### src/design/rsit_pkg.sv
// package for the refcounted share id table: payload structs, status codes
// and the controller/datapath command and status structs; no dependencies
package rsit_pkg;
	localparam int DEPTH_DEFAULT = 64;
	localparam logic [31:0] ID_STEP = 32'd2;
	localparam logic [31:0] REFS_MAX = 32'hFFFF_FFFF;

	localparam logic [1:0] ST_OK = 2'd0;
	localparam logic [1:0] ST_NO_MATCH = 2'd1;
	localparam logic [1:0] ST_FULL = 2'd2;
	localparam logic [1:0] ST_WRAP = 2'd3;

	localparam logic OP_CREATE = 1'b0;
	localparam logic OP_REDEEM = 1'b1;

	typedef struct packed {
		logic        operation;
		logic [31:0] buffer_handle;
		logic [31:0] access_flags;
		logic [63:0] endpoint_vuid;
		logic [31:0] share_id_in;
	} in_item_t;

	typedef struct packed {
		logic [1:0]  status;
		logic [31:0] share_id_out;
		logic [31:0] handle_out;
		logic        entry_freed;
	} out_item_t;

	typedef struct packed {
		logic load;      // capture input item, clear scan state
		logic scan_rd;   // issue memory read at scan index
		logic scan_chk;  // compare registered read data
		logic commit;    // apply update, form result
	} cmd_t;

	typedef struct packed {
		logic scan_last; // read issued for final index
	} sts_t;
endpackage

### src/design/rsit_ctrl.sv
// controller of the share id table: accept, scan, commit, deliver sequence
// uses rsit_pkg
module rsit_ctrl (
	input  logic              clk,
	input  logic              arst_n,
	input  logic              in_valid,
	output logic              in_ready,
	output logic              out_valid,
	input  logic              out_ready,
	input  rsit_pkg::sts_t    sts,
	output rsit_pkg::cmd_t    cmd
);
	import rsit_pkg::*;
	localparam logic [1:0] S_IDLE = 2'd0;
	localparam logic [1:0] S_SCAN = 2'd1;
	localparam logic [1:0] S_LAST = 2'd2;
	localparam logic [1:0] S_DONE = 2'd3;

	logic [1:0] state_q;
	logic       chk_q;
	logic       out_valid_q;

	// a new item may enter once the old result is taken or being taken
	assign in_ready = (state_q == S_IDLE) && (!out_valid_q || out_ready);
	assign out_valid = out_valid_q;

	always_comb begin
		cmd = '0;
		cmd.load = in_valid && in_ready;
		cmd.scan_rd = (state_q == S_SCAN);
		cmd.scan_chk = chk_q;
		cmd.commit = (state_q == S_DONE);
	end

	always_ff @(posedge clk or negedge arst_n) begin
		if (!arst_n) begin
			state_q <= S_IDLE;
			chk_q <= 1'b0;
			out_valid_q <= 1'b0;
		end else begin
			chk_q <= cmd.scan_rd;
			if (out_valid_q && out_ready) out_valid_q <= 1'b0;
			case (state_q)
				S_IDLE: if (cmd.load) state_q <= S_SCAN;
				S_SCAN: if (sts.scan_last) state_q <= S_LAST;
				S_LAST: state_q <= S_DONE; // wait for last compare
				S_DONE: begin
					state_q <= S_IDLE;
					out_valid_q <= 1'b1;
				end
				default: state_q <= S_IDLE;
			endcase
		end
	end
endmodule

### config.mk
export PLATFORM = sky130hd
export DESIGN_NAME = rsit_ctrl
export DESIGN_NICKNAME = d
export VERILOG_FILES = /design/src/design/rsit_pkg.sv /design/src/design/rsit_ctrl.sv
export SDC_FILE = /design/constraint.sdc
export NUM_CORES = 1
export LEC_CHECK = 0
export BUFFER_PORTS_ARGS = -buffer_cell sky130_fd_sc_hd__buf_2
export CAP_MARGIN = 25
export CORE_AREA = 8 8 45 47
export CTS_CLUSTER_SIZE = 14
export DETAILED_ROUTE_END_ITERATION = 16
export DIE_AREA = 0 0 53 55
export GPL_TIMING_DRIVEN = 0
export PLACE_DENSITY_LB_ADDON = 0.25
export SYNTH_ARGS = -nofsm -noshare
export SYNTH_HDL_FRONTEND = slang
export SYNTH_SLANG_ARGS = --single-unit
### constraint.sdc
create_clock -name clk -period 1.35 [get_ports clk]
set_input_delay 0.405 -clock clk [delete_from_list [all_inputs] [get_ports clk]]
set_output_delay 0.405 -clock clk [all_outputs]
set_load 0.01 [all_outputs]
==> qor.txt <==
status - finished with violations
failing checks - negative setup slack
Global Route Usage Sum - 6.13%
Reg clk slew, reported paths - 0.04 ns
Nets - 55
r2r startpoint - state_q[1]$_DFFE_PN0P_
Crit path largest cell delay - 0.39 ns
Synth Area in Adders - 22.3%
Reg-to-Reg End - state_q[1]$_DFFE_PN0P_
clk buf depth - 2
CP max stage cell - dfrtp_1
total wire length - 725 um
I/O Buffers - 10
htree depth - 1
I/O pin cnt - 11
post-synth top area cell - dfrtp_1
routability cong. - 0.637
final setup fails - 6
largest family of logic cells by synthesized area - adder cells
initial antenna violation count - 0
post-synth top area share - 35.7%
peak supply drop - 609 uV
Seq/Total Area, Yosys - 35.7%
#FFs+latches synth - 4
Min-Delay Path Class - input port to flip-flop
Yosys warning total - 0
Setup CP Type - flip-flop to primary output
area delta synth->final - 71.4%
Syn Inst Count - 23
xor and xnor area share after synthesis - 0%
Overflow after GRT - 0
crit share post-route - 112%
Starting Density - 20.3%
Setup WS post-layout - -0.168 ns
Synth Area in Compound Gates - 9.38%
dpl ws - -0.127 ns
synthesized area - 280 sq um
syn avg cell area - 12.2 sq um
die area - 2920 sq um
layout cell share with drive strength beyond 1 - 72.1%
Setup Skew - 0.00437 ns
fin. max-slew vios - 0
Design Area, Final - 480 sq um
# diodes - 0
top cells by area, synth - dfrtp_1 (36%), ha_1 (22%), o221ai_4 (9.4%), mux2_4 (5.4%), nand2b_4 (4.9%)
first-pass GRT wire length - 1.21 mm
FF+latch area - 100 sq um
P_leak - 0.239 nW
placed cell area - 365 sq um
HPWL after DPL - 508 um
via count - 239
Crit path depth - 4
simple-gate share of the synthesized area - 15.6%
Slew HR - 86.5%
Period minus WS final - 1.52 ns
WP buf/inv - 2
core area - 1380 sq um
Antenna Nets Post-Route - 0
Starting DRT DRC Count - 2
DR WL/cell - 12.3 um
crit path capture - cmd[3]
Die Width - 53 um
CP Cell Sequence - inv_2, ha_4, and3_4, buf_6
CTS Root Cell - clkbuf_4
Worst EP required - 0.95 ns
FMAX - 659 MHz
pin count of the biggest net entering global routing - 5
fillers - 145
critical path startpoint category - flip-flop
Critical path origin - state_q[0]$_DFFE_PN0P_
vias in the first global route - 269
CP max FO - 3
mux share of post-synthesis cell area - 8.93%
setup tns final - -0.742 ns
CTS tree - yes
Tightest Pin Transition - 0.203 ns
Unique masters post-synth - 14
Chip Height - 55 um
FP Rows - 14
RSZ-0062 raised after global routing - yes
Synthesized Nets - 33
Worst setup EP type - primary output
Worst R2R Setup Slack - -0.10 ns
Arrival @ worst endpoint - 1.11 ns
Max-Cap Viols - 0
drt pass-1 iters - 2
# clock sinks - 4
Final Hold Fails - 0
Cell Pwr Density - 2510 nW/um^2
DR vias/cell - 4.05
area of the multi-input gates - 189 sq um
CTS Buf Count - 3
worst skew pair latency - 0.24 ns
CP delay by family, top - flip-flops
r2r worst-path depth - 6
DRC Markers - 0
==> layout by cell type (no fill, tap or decap) <==
cell type	count
inv_2	3
nand2b_1	2
mux2i_1	1
ha_2	1
clkbuf_4	3
buf_4	5
dfrtp_1	4
ha_4	2
and2_1	1
and3_4	1
nor2_1	1
buf_2	8
nand2b_4	1
ha_1	2
buf_6	4
dlygate4sd3_1	1
clkinv_2	1
o221ai_4	1
mux2_4	1
==> cells in the mapped netlist (all sizes together) <==
cell type and n:
buf 1, nor2 1, nand2b 3, inv 3
clkinv 1, mux2i 1, o221ai 1, and2 1
mux2 1, dfrtp 4, ha 5, and3 1
==> flip-flops by register name, summed over array words and instances (netlist names) <==
name       flops
chk_q          1
out_valid      1
state_q        2
==> kinds of logic (layout without fill, tap and decap cells) <==
group           count (synthesis)  count (layout)
simple gates                    6               6
fa+ha+maj                       5               5
buf+inv                         5              25
flops                           4               4
mux                             2               2
compound gates                  1               1
==> metal layers <==
| layer | wire, um | track usage [%] | share of wire [%] |
|---|---|---|---|
| met1 | 238 | 4.73 | 33 |
| met2 | 421 | 10.9 | 58 |
| met3 | 45 | 1.87 | 6.2 |
| met4 | 19 | 7.76 | 2.6 |
| met5 | 0 | 0 | 0 |
==> stage by stage <==
step	power (mW)	cells	utilization, %	hold WS, ns
floorplan	0.644	23	-	0.109
detailed placement	0.799	49	26.4	0.213
finish	1.21	59	34.7	0.496
CTS	1.19	59	34.3	0.492
global route	1.33	59	34.7	0.510
global placement	0.773	49	26.4	0.210
==> cell type report <==
type,count,area share (%)
flip-flops and latches,4,20.8
well taps,16,4.17
repair buffers,17,26.0
multi-input cells,14,39.3
plain buffers,1,1.56
inverters,4,3.39
clock buffers,3,4.69
==> worst min path at each step <==
stage / startpoint / to / slack (ns) / cells past startpoint
final: out_ready / out_valid$_DFFE_PN0P_ / 0.50 / 3
after global routing: out_ready / out_valid$_DFFE_PN0P_ / 0.51 / 3
after CTS: out_ready / out_valid$_DFFE_PN0P_ / 0.49 / 3
after detailed placement: arst_n / state_q[1]$_DFFE_PN0P_ / 0.21 / 1
after global placement: arst_n / state_q[1]$_DFFE_PN0P_ / 0.21 / 1
after floorplan: arst_n / chk_q$_DFF_PN0_ / 0.11 / 0
==> power breakdown <==
group | total [mW] | switching (mW) | internal (mW)
logic | 0.821 | 0.357 | 0.464
registers | 0.232 | 0.0468 | 0.185
clock network | 0.153 | 0.0530 | 0.0997
==> repair_timing <==
| item | CTS | global route |
|---|---|---|
| endpoints found under the setup margin | 5 | 6 |
| hold endpoints to repair | 4 | 0 |
| buffers inserted | 6 | 0 |
| hold buffers | 1 | 0 |
| pin swaps | 2 | 2 |
| gates resized for setup | 7 | 2 |
==> worst reg2reg max path, stage by stage (launching register included) <==
cell and delay (ns):
dfrtp_1 0.39, inv_2 0.08, buf_4 0.12, ha_4 0.15, clkinv_2 0.06, o221ai_4 0.20
mux2_4 0.32
Power figures use the tool's default switching activity.
